[config.mk]
export PLATFORM = sky130hd
export DESIGN_NAME = srt_ctrl
export DESIGN_NICKNAME = d
export VERILOG_FILES = /design/src/srt_pkg.sv /design/src/srt_ctrl.sv
export SDC_FILE = /design/constraint.sdc
export NUM_CORES = 1
export LEC_CHECK = 0
export BUFFER_PORTS_ARGS = -buffer_cell sky130_fd_sc_hd__buf_2
export CAP_MARGIN = 20
export CORE_AREA = 2 2 39 41
export CTS_CLUSTER_SIZE = 40
export DETAILED_ROUTE_END_ITERATION = 8
export DIE_AREA = 0 0 41 43
export SYNTH_ARGS = -nofsm -noshare
export SYNTH_HDL_FRONTEND = slang
export SYNTH_SLANG_ARGS = --single-unit
[constraint.sdc]
create_clock -name clk -period 1 [get_ports clk]
set_input_delay 0.1 -clock clk [delete_from_list [all_inputs] [get_ports clk]]
set_output_delay 0.1 -clock clk [all_outputs]
set_load 0.05 [all_outputs]
[src/srt_pkg.sv]
// Package: sizes, status codes and shared types for the sorted record table.
package srt_pkg;

    localparam int CAPACITY  = 64;
    localparam int IDX_W     = $clog2(CAPACITY);
    localparam int CNT_W     = $clog2(CAPACITY + 1);
    localparam int KEY_W     = 32;
    localparam int SCORE_W   = 16;
    localparam int STATUS_W  = 2;
    localparam int POS_W     = 6;
    localparam int COUNT_W   = 7;

    localparam logic OP_INSERT = 1'b0;
    localparam logic OP_DELETE = 1'b1;

    localparam logic [STATUS_W-1:0] ST_INSERTED  = 2'd0;
    localparam logic [STATUS_W-1:0] ST_DELETED   = 2'd1;
    localparam logic [STATUS_W-1:0] ST_NOT_FOUND = 2'd2;
    localparam logic [STATUS_W-1:0] ST_FULL      = 2'd3;

    // Input transaction layout
    typedef struct packed {
        logic                     opcode;
        logic signed [KEY_W-1:0]  key;
        logic [SCORE_W-1:0]       score_tenths;
    } srt_req_t;

    // Result transaction layout
    typedef struct packed {
        logic [STATUS_W-1:0] status;
        logic [POS_W-1:0]    position;
        logic [COUNT_W-1:0]  entry_count;
    } srt_rsp_t;

    // Controller to datapath commands
    typedef struct packed {
        logic load;      // capture the incoming transaction
        logic commit;    // apply the shift and update the count
    } srt_cmd_t;

    // Datapath to controller status
    typedef struct packed {
        logic full;
        logic found;
    } srt_stat_t;

endpackage

[src/srt_ctrl.sv]
// Controller: sequences load, commit and result handshake.
module srt_ctrl (
    input  logic              clk,
    input  logic              rst_n,
    input  logic              in_valid,
    output logic              in_ready,
    output logic              out_valid,
    input  logic              out_ready,
    input  srt_pkg::srt_stat_t stat,
    output srt_pkg::srt_cmd_t  cmd
);
    import srt_pkg::*;

    typedef enum logic [1:0] {IDLE, WORK, SHOW} state_t;
    state_t state_reg;
    logic   out_valid_reg;

    assign in_ready   = (state_reg == IDLE);
    assign out_valid  = out_valid_reg;
    assign cmd.load   = in_valid && in_ready;
    assign cmd.commit = (state_reg == WORK);

    always_ff @(posedge clk or negedge rst_n)
    begin
        if (!rst_n)
        begin
            state_reg     <= IDLE;
            out_valid_reg <= 1'b0;
        end
        else
        begin
            case (state_reg)
                IDLE:
                    if (cmd.load)
                        state_reg <= WORK;
                WORK:
                begin
                    state_reg     <= SHOW;
                    out_valid_reg <= 1'b1;
                end
                SHOW:
                    if (out_ready)
                    begin
                        state_reg     <= IDLE;
                        out_valid_reg <= 1'b0;
                    end
                default:
                    state_reg <= IDLE;
            endcase
        end
    end

    ap_valid_show: assert property (@(posedge clk) disable iff (!rst_n)
        out_valid == (state_reg == SHOW)) else $error("valid out of step");
    ap_commit_once: assert property (@(posedge clk) disable iff (!rst_n)
        cmd.commit |=> !cmd.commit) else $error("double commit");
    ap_load_work: assert property (@(posedge clk) disable iff (!rst_n)
        cmd.load |=> cmd.commit) else $error("load without commit");
    ap_stat_known: assert property (@(posedge clk) disable iff (!rst_n)
        cmd.commit |-> !$isunknown(stat)) else $error("status unknown at commit");
endmodule

==> results.cfg, run 1 <==
[status]
status = finished with violations
violations = setup timing

[global_route]
grt_pass1_vias = 120
grt_use_total_pct = 5.82
grt_max_degree = 4
antenna_found_initial = 0
overflow = 0
grt_pass1_wl_um = 552

[sta]
setup_viol = 4
slew_headroom_pct = 83.5
finalSetupTns_ns = -0.402
period_share_pct = 116
fin_skew_ns = 0.00167
setup_slack_ns = -0.158
slew_violations = 0
worst-slew-pin-transition_ns = 0.249
layout_min_cycle_time_ns = 1.16
fmax_mhz = 863
hold_viol = 0
rsz0062_at_grt = true

[worst_setup_path]
r2r-end = out_valid
critPathLaunch = state_reg[1]
reg2reg_depth = 4
cp.arrival_ns = 1.06
endpoint_kind = output pin
setup.worst_path.end = cmd[1]
startpoint_type = register
ff2ff_setup_slack_ns = -0.03
critPathRequiredTime_ns = 0.90
critPathMaxFanout = 3
crit_type = register to output pin
r2r-start = state_reg[1]

[synthesis]
synth.most_common_cell = dfrtp_1
synthTopCellsByArea = dfrtp_1 (57%), and2_1 (9.5%), a2bb2oi_1 (6.7%), a21boi_1 (5.7%), nor3b_1 (5.7%)
syn_area_um2 = 131
synthFlopType = dfrtp_1
synth_cell_types = 9
synth-edff-count = 0
synth-seq-area-share_pct = 57.1
synth.largest_area_cell = dfrtp_1
synth_seq_cells = 3
yosysTopAreaCellShare_pct = 57.1
synth_cells = 12
syn_avg_cell_area_um2 = 10.9
synth_commonest_cells = dfrtp_1 (3), and2_1 (2)
syn-num-nets = 18
ys_warn_count = 0
synthArstFlopShare_pct = 100

[detailed_routing]
wl_per_cell_um = 8.13
drtAntennaViolNets = 0
wl_um = 366
vias = 147
drc = 0
drt_iter0_markers = 3
vias_per_cell = 3.27
drt_pass1_iterations = 2

[die]
floorplan.initialDensity_pct = 9.49
die_width_um = 41
core_area_um2 = 1380
placementRows = 14
io_pins = 10
dieArea_um2 = 1760
die_h_um = 43

[final_layout]
synthToLayoutAreaGrowth_pct = 138
fin_area_um2 = 313
final_nets = 36
fillers = 148
antennaDiodeCount = 0
multi_input_area_um2 = 68.8
largest_register_ffs = 2
regArea_um2 = 77.6
drive_above_1_share_pct = 72.4

[clock_network]
cts_sinks = 3
worstSkewPairLatency_ns = 0.23
cts_buffer_depth = 2
h-tree-depth = 1
cts_tree = yes
cts_made_buffers = 3
cts-root-buf = clkbuf_4
clk_pin_slew_ns = 0.03

[placed_design]
place_area_um2 = 215
gp_congestion = 0.619
port_buffers = 7

[job]
cap_violations = 0

[power]
p_leak_nw = 0.149
powerDensity_nw_per_um2 = 4120
irDropWorstVdd_mv = 1.70

[min_path]
hold-path-cell-count = 2
hold_class = input port to register
-- critical path, cell delays in order, from the launching register on --
cell and delay, ns:
dfrtp_2 0.43, nor2_4 0.10, and2_4 0.16, buf_8 0.14
-- kinds of logic after synthesis --
kind of cell	after synthesis	share of synthesized area, %
AOI/OAI and AO/OA	2	12.4
buffers and inverters	1	2.85
DFF	3	57.1
and+or+nand+nor	6	27.6
-- layout make-up --
cell class              count  share of cell area, %
repair buffers             13                   37.2
flip-flops and latches      3                   24.8
multi-input cells           8                   22.0
clock buffers               4                   8.40
well taps                  16                   6.40
inverters                   1                   1.20
-- what timing repair did --
item	in CTS	in global routing
setup endpoints to repair	3	5
resized for setup	5	8
hold buffers	1	0
setup buffers	1	2
hold endpoints to repair	3	0
pin swaps	0	2
-- cells in the final DEF, fill, tap and decap left out --
master,Yosys,layout
dfrtp_2,0,2
dlygate4sd3_1,0,1
a21boi_2,0,1
buf_4,0,3
nor3b_1,1,1
dfrtp_1,3,1
and2_4,0,1
buf_6,0,3
buf_8,0,2
a2bb2oi_1,1,1
or2_1,1,1
clkbuf_1,0,1
clkbuf_4,0,3
and2_1,2,1
buf_2,0,4
nor2_4,0,1
inv_1,1,1
nor2b_2,0,1
-- through the flow --
| step | hold WS [ns] | setup WS [ns] | util, % | std cells | total power [W] |
|---|---|---|---|---|---|
| after floorplan | -0.196 | -0.139 | - | 12 | 0.000663 |
| after global placement | -0.0997 | -0.0149 | 15.6 | 37 | 0.000801 |
| after detailed placement | -0.0984 | -0.0182 | 15.6 | 37 | 0.000812 |
| after CTS | 0.0821 | -0.167 | 19.9 | 43 | 0.00112 |
| after global routing | 0.0949 | -0.210 | 22.6 | 45 | 0.00138 |
| final | 0.0909 | -0.158 | 22.6 | 45 | 0.00129 |
-- routing by layer --
metal  GRT usage (%)  part of all wire [%]
met2            3.13                    30
met5               0                     0
met4            6.00                   1.6
met1            7.40                    50
met3            8.38                    18
-- worst min path at each step --
stage              from           end  slack (ns)
2_1_floorplan     rst_n     out_valid       -0.20
6_report       in_valid  state_reg[0]        0.09
3_5_place_dp      rst_n  state_reg[1]        -0.1
5_1_grt        in_valid  state_reg[0]        0.09
4_1_cts        in_valid  state_reg[0]        0.08
3_3_place_gp      rst_n  state_reg[1]        -0.1
-- power by group --
group	leakage [nW]	switching (W)	internal (W)
Sequential	0.0349	0.0000630	0.000186
Clock	0.0150	0.0000596	0.000149
Combinational	0.0994	0.000423	0.000407
Note: power is estimated with default switching activity, not from simulation.
==> run 2: changes to the inputs <==
--- a/config.mk
+++ b/config.mk
@@ -11,6 +11,7 @@
 export CTS_CLUSTER_SIZE = 40
 export DETAILED_ROUTE_END_ITERATION = 8
 export DIE_AREA = 0 0 41 43
+export REMOVE_ABC_BUFFERS = 1
 export SYNTH_ARGS = -nofsm -noshare
 export SYNTH_HDL_FRONTEND = slang
 export SYNTH_SLANG_ARGS = --single-unit
==> run 2 against run 1 <==
  * The flow still finishes with violations (setup timing)
  * Setup slack improved by 0.0027 ns
  * Sequential cell count unchanged
  * Utilization fell by 0.72 points
  * Cell area shrank 3.2%
  * Worst hold slack better by 0.0020 ns
  * Non-clock buffer count stayed put
  * Final cell count stayed put
  * Clock-buffer cell count did not move
  * Register-to-register slack got worse by 0.05 ns
  * Largest power group unchanged
==> results.cfg, run 2 (synthesis gave the netlist of run 1 again) <==
[worst_setup_path]
path_cells = nor2_2 > and2_4 > buf_8
startpoint_type = register
reg2reg_depth = 4
cp.arrival_ns = 1.06
slowest_delay_ns = 0.39
crit_slowest_cell = dfrtp_1
critPathMaxFanout = 3
crit_type = register to output pin
critPathRequiredTime_ns = 0.90
endpoint_kind = output pin

[global_route]
antenna_found_initial = 0
grt_use_total_pct = 5.13
overflow = 0
grt_pass1_vias = 148
grt_max_degree = 4
grt_pass1_wl_um = 524

[job]
cap_violations = 0

[die]
io_pins = 10
placementRows = 14
die_width_um = 41
dieArea_um2 = 1760
core_area_um2 = 1380
die_h_um = 43
floorplan.initialDensity_pct = 9.49

[sta]
worst-slew-pin-transition_ns = 0.247
finalSetupTns_ns = -0.498
slew_violations = 0
slew_headroom_pct = 83.7
hold_viol = 0
rsz0062_at_grt = true
layout_min_cycle_time_ns = 1.16
setup_viol = 4
fin_skew_ns = 0.00244
setup_slack_ns = -0.156
period_share_pct = 116
fmax_mhz = 865

[detailed_routing]
drt_pass1_iterations = 1
wl_per_cell_um = 7.09
drc = 0
vias_per_cell = 3.11
drt_iter0_markers = 0
vias = 140
drtAntennaViolNets = 0
wl_um = 319

[final_layout]
finish.utilization_pct = 21.9
multi_input_area_um2 = 65.1
largest_register_ffs = 2
fillers = 149
final_nets = 36
final_cell_mix = buf_2 (4), buf_4 (4), clkbuf_4 (3), dfrtp_1 (3)
synthToLayoutAreaGrowth_pct = 130
regArea_um2 = 75.1
drive_above_1_share_pct = 62.1
antennaDiodeCount = 0
final_cells = 45

[power]
p_leak_nw = 0.151
irDropWorstVdd_mv = 1.08
power_w = 0.00124
powerDensity_nw_per_um2 = 4100

[min_path]
hold_class = input port to register
hold-path-cell-count = 2

[clock_network]
h-tree-depth = 1
worstSkewPairLatency_ns = 0.23
cts_made_buffers = 3
cts_tree = yes
clk_pin_slew_ns = 0.04
cts_buffer_depth = 2
cts-root-buf = clkbuf_4
cts_sinks = 3

[placed_design]
gp_congestion = 0.542
numPlacedInstances = 37
dpl.hpwl_um = 222
port_buffers = 7

[status]
status = finished with violations
violations = setup timing
## run 2: cell counts in the layout (fill, tap and decap cells not counted)
No cell type changed its count.
## run 2: final timing paths
kind,endpoint,from,slack [ns]
worst max register to register,state_reg[1],state_reg[1],-0.08
worst min-delay path,state_reg[0],in_valid,0.09
min in group asynchronous,state_reg[1],rst_n,0.19
worst min register to register,out_valid,out_valid,0.53
worst max-delay path,cmd[1],state_reg[1],-0.16
max in group asynchronous,state_reg[0],rst_n,0.70
## run 2: repair_timing
item,in CTS,in global routing
pin swaps,0,2
cloned,0,0
setup endpoints to repair,3,4
setup buffers,1,2
hold buffers,1,0
resized for setup,9,4
hold endpoints to repair,3,0
## run 2: layout make-up
cell class | count | share of cell area [%]
clock buffer | 4 | 8.68
sequential | 3 | 24.8
timing repair buffer | 13 | 37.2
multi-input combinational | 8 | 21.5
tap | 16 | 6.61
inverter | 1 | 1.24
## run 2: worst max-delay path, delay by kind of cell, from the launching register on
| family | cells | cell delay, ns |
|---|---|---|
| buffers and inverters | 1 | 0.13 |
| DFF | 1 | 0.39 |
| and+or+nand+nor | 2 | 0.30 |
## run 2: where the power goes
group | internal [W] | leakage (nW) | total (W) | switching, W
clock | 0.000149 | 0.0150 | 0.000212 | 0.0000622
sequential | 0.000178 | 0.0372 | 0.000221 | 0.0000427
combinational | 0.000390 | 0.0991 | 0.000809 | 0.000420
## run 2: per-layer routing
metal	wire, µm	vias up	global-route usage [%]
met4	0	0	8.00
met5	0	-	0
met2	150	6	5.94
met3	47	0	4.19
li1	-	73	-
met1	121	61	3.88
## run 2: through the flow
| stage | hold slack (ns) | area [µm²] | setup slack (ns) |
|---|---|---|---|
| 2_1_floorplan | -0.196 | 131 | -0.728 |
| 3_3_place_gp | -0.102 | 201 | -0.0149 |
| 3_5_place_dp | -0.0994 | 201 | -0.0301 |
| 4_1_cts | 0.0736 | 273 | -0.172 |
| 5_1_grt | 0.0937 | 303 | -0.222 |
| 6_report | 0.0929 | 303 | -0.156 |
==> run 3: changes to the inputs <==
==> constraint.sdc (replaced) <==
create_clock -name clk -period 1 [get_ports clk]
set_input_delay 0.1 -clock clk [delete_from_list [all_inputs] [get_ports clk]]
set_output_delay 0.1 -clock clk [all_outputs]
set_load 0.1 [all_outputs]
==> run 3 against run 2 <==
  * Setup slack lost 0.036 ns
  * The run still ends with setup timing left
  * Final cell count shrank 2.2%
  * Clock skew shrank 0.0017 ns
  * Sequential cell count is the same
  * Global-route usage grew 0.40 points
  * Maximum frequency shrank 3.0%
  * Utilization grew 2.0 points
  * First-iteration DRC count is the same
  * Register-to-register slack gained 0.07 ns
  * Sequential share of layout area shrank 2.1 points
  * Critical path depth is the same
  * Worst hold slack lost 0.0012 ns
==> results.cfg, run 3 (synthesis gave the netlist of run 1 again) <==
[status]
status = finished with violations
violations = setup timing

[worst_setup_path]
crit_type = register to output pin
ff2ff_setup_slack_ns = -0.01
r2r-end = state_reg[1]
cp_num_cells = 3
r2r-start = state_reg[1]
setup.worst_path.end = cmd[1]
critPathLaunch = state_reg[0]
slowest_delay_ns = 0.39
startpoint_type = register
crit_slowest_cell = dfrtp_1
critPathRequiredTime_ns = 0.90
cp_top_family = flip-flops
reg2reg_depth = 3
cp.arrival_ns = 1.09
path_buf_inv = 1
endpoint_kind = output pin
critPathMaxFanout = 3
path_cells = nor2_2 > and2_4 > buf_12

[min_path]
hold_class = input port to register

[final_layout]
antennaDiodeCount = 0
synthToLayoutAreaGrowth_pct = 151
largest_register_ffs = 2
drive_above_1_share_pct = 67.9
fin_area_um2 = 330
final_cells = 44
final_cell_mix = buf_12 (4), buf_4 (4), clkbuf_4 (3), buf_2 (3), dfrtp_1 (3)
final_nets = 35
finish.utilization_pct = 23.9

[sta]
setup_viol = 4
hold_viol = 0
layout_min_cycle_time_ns = 1.19
setup_slack_ns = -0.191
slew_headroom_pct = 89.8
fmax_mhz = 839
slew_violations = 0
fin_skew_ns = 0.000755
period_share_pct = 119
worst-slew-pin-transition_ns = 0.152
rsz0062_at_grt = true

[detailed_routing]
drtAntennaViolNets = 0
vias = 140
wl_um = 330
wl_per_cell_um = 7.50
drt_iter0_markers = 0
drc = 0
drt_pass1_iterations = 1
vias_per_cell = 3.18

[die]
die_width_um = 41
core_area_um2 = 1380
die_h_um = 43
dieArea_um2 = 1760
floorplan.initialDensity_pct = 9.49
io_pins = 10
placementRows = 14

[global_route]
antenna_found_initial = 0
grt_max_degree = 4
grt_pass1_vias = 155
overflow = 0
grt_use_total_pct = 5.53
grt_pass1_wl_um = 558

[clock_network]
clk_pin_slew_ns = 0.03
worstSkewPairLatency_ns = 0.23
h-tree-depth = 1
cts_tree = yes
cts-root-buf = clkbuf_4
cts_made_buffers = 3
cts_buffer_depth = 2
postCtsSetupRepairBufs = 0
cts_sinks = 3

[placed_design]
numPlacedInstances = 39
port_buffers = 7
place_area_um2 = 277
gp_congestion = 0.550

[job]
cap_violations = 0
==> run 3: worst min path at each step <==
stage	start	to	slack, ns	cells after the start
finish	in_valid	state_reg[0]	0.09	2
global route	in_valid	state_reg[0]	0.09	2
CTS	in_valid	state_reg[0]	0.08	2
detailed placement	rst_n	out_valid	-0.10	1
global placement	rst_n	out_valid	-0.10	1
floorplan	rst_n	out_valid	-0.20	0
==> run 3: worst reg2reg max path: stages (launching register included) <==
cell and delay (ns):
dfrtp_1 0.40, buf_4 0.16, nor3b_1 0.13, or2_1 0.21
==> run 3: what timing repair did <==
| action | 4_1_cts | 5_1_grt |
|---|---|---|
| hold buffers | 1 | 0 |
| endpoints found under the setup margin | 3 | 5 |
| hold endpoints to repair | 3 | 0 |
| pin swaps | 0 | 0 |
| cloned | 0 | 0 |
| resized for setup | 2 | 3 |
==> run 3: layer usage <==
metal	global-route usage [%]	vias to the layer above	wire, µm	share of wire [%]
li1	-	71	-	-
met1	4.84	63	110	33
met2	6.25	6	178	54
met3	4.19	0	41	12
met4	8.00	0	0	0
met5	0	-	0	0
==> run 3: layout make-up <==
| class | instances | area, µm² |
|---|---|---|
| Clock buffer | 4 | 26.3 |
| Fill cell | 159 | 1050 |
| Inverter | 1 | 3.75 |
| Multi-Input combinational cell | 8 | 70.1 |
| Sequential cell | 3 | 75.1 |
| Tap cell | 16 | 20.0 |
| Timing Repair Buffer | 12 | 135 |
==> run 3: metrics by stage <==
| stage | setup TNS (ns) | hold slack [ns] | setup WS [ns] |
|---|---|---|---|
| 3_3_place_gp | 0 | -0.102 | 0.0124 |
| 5_1_grt | -0.726 | 0.0908 | -0.248 |
| 6_report | -0.535 | 0.0917 | -0.191 |
| 3_5_place_dp | 0 | -0.100 | 0.00286 |
| 2_1_floorplan | -5.80 | -0.196 | -1.70 |
| 4_1_cts | -0.553 | 0.0818 | -0.202 |
Power of run 3 is left out: the tool's default activity adds up to more than one toggle a clock period on the data nets, which glitch-free logic cannot reach.
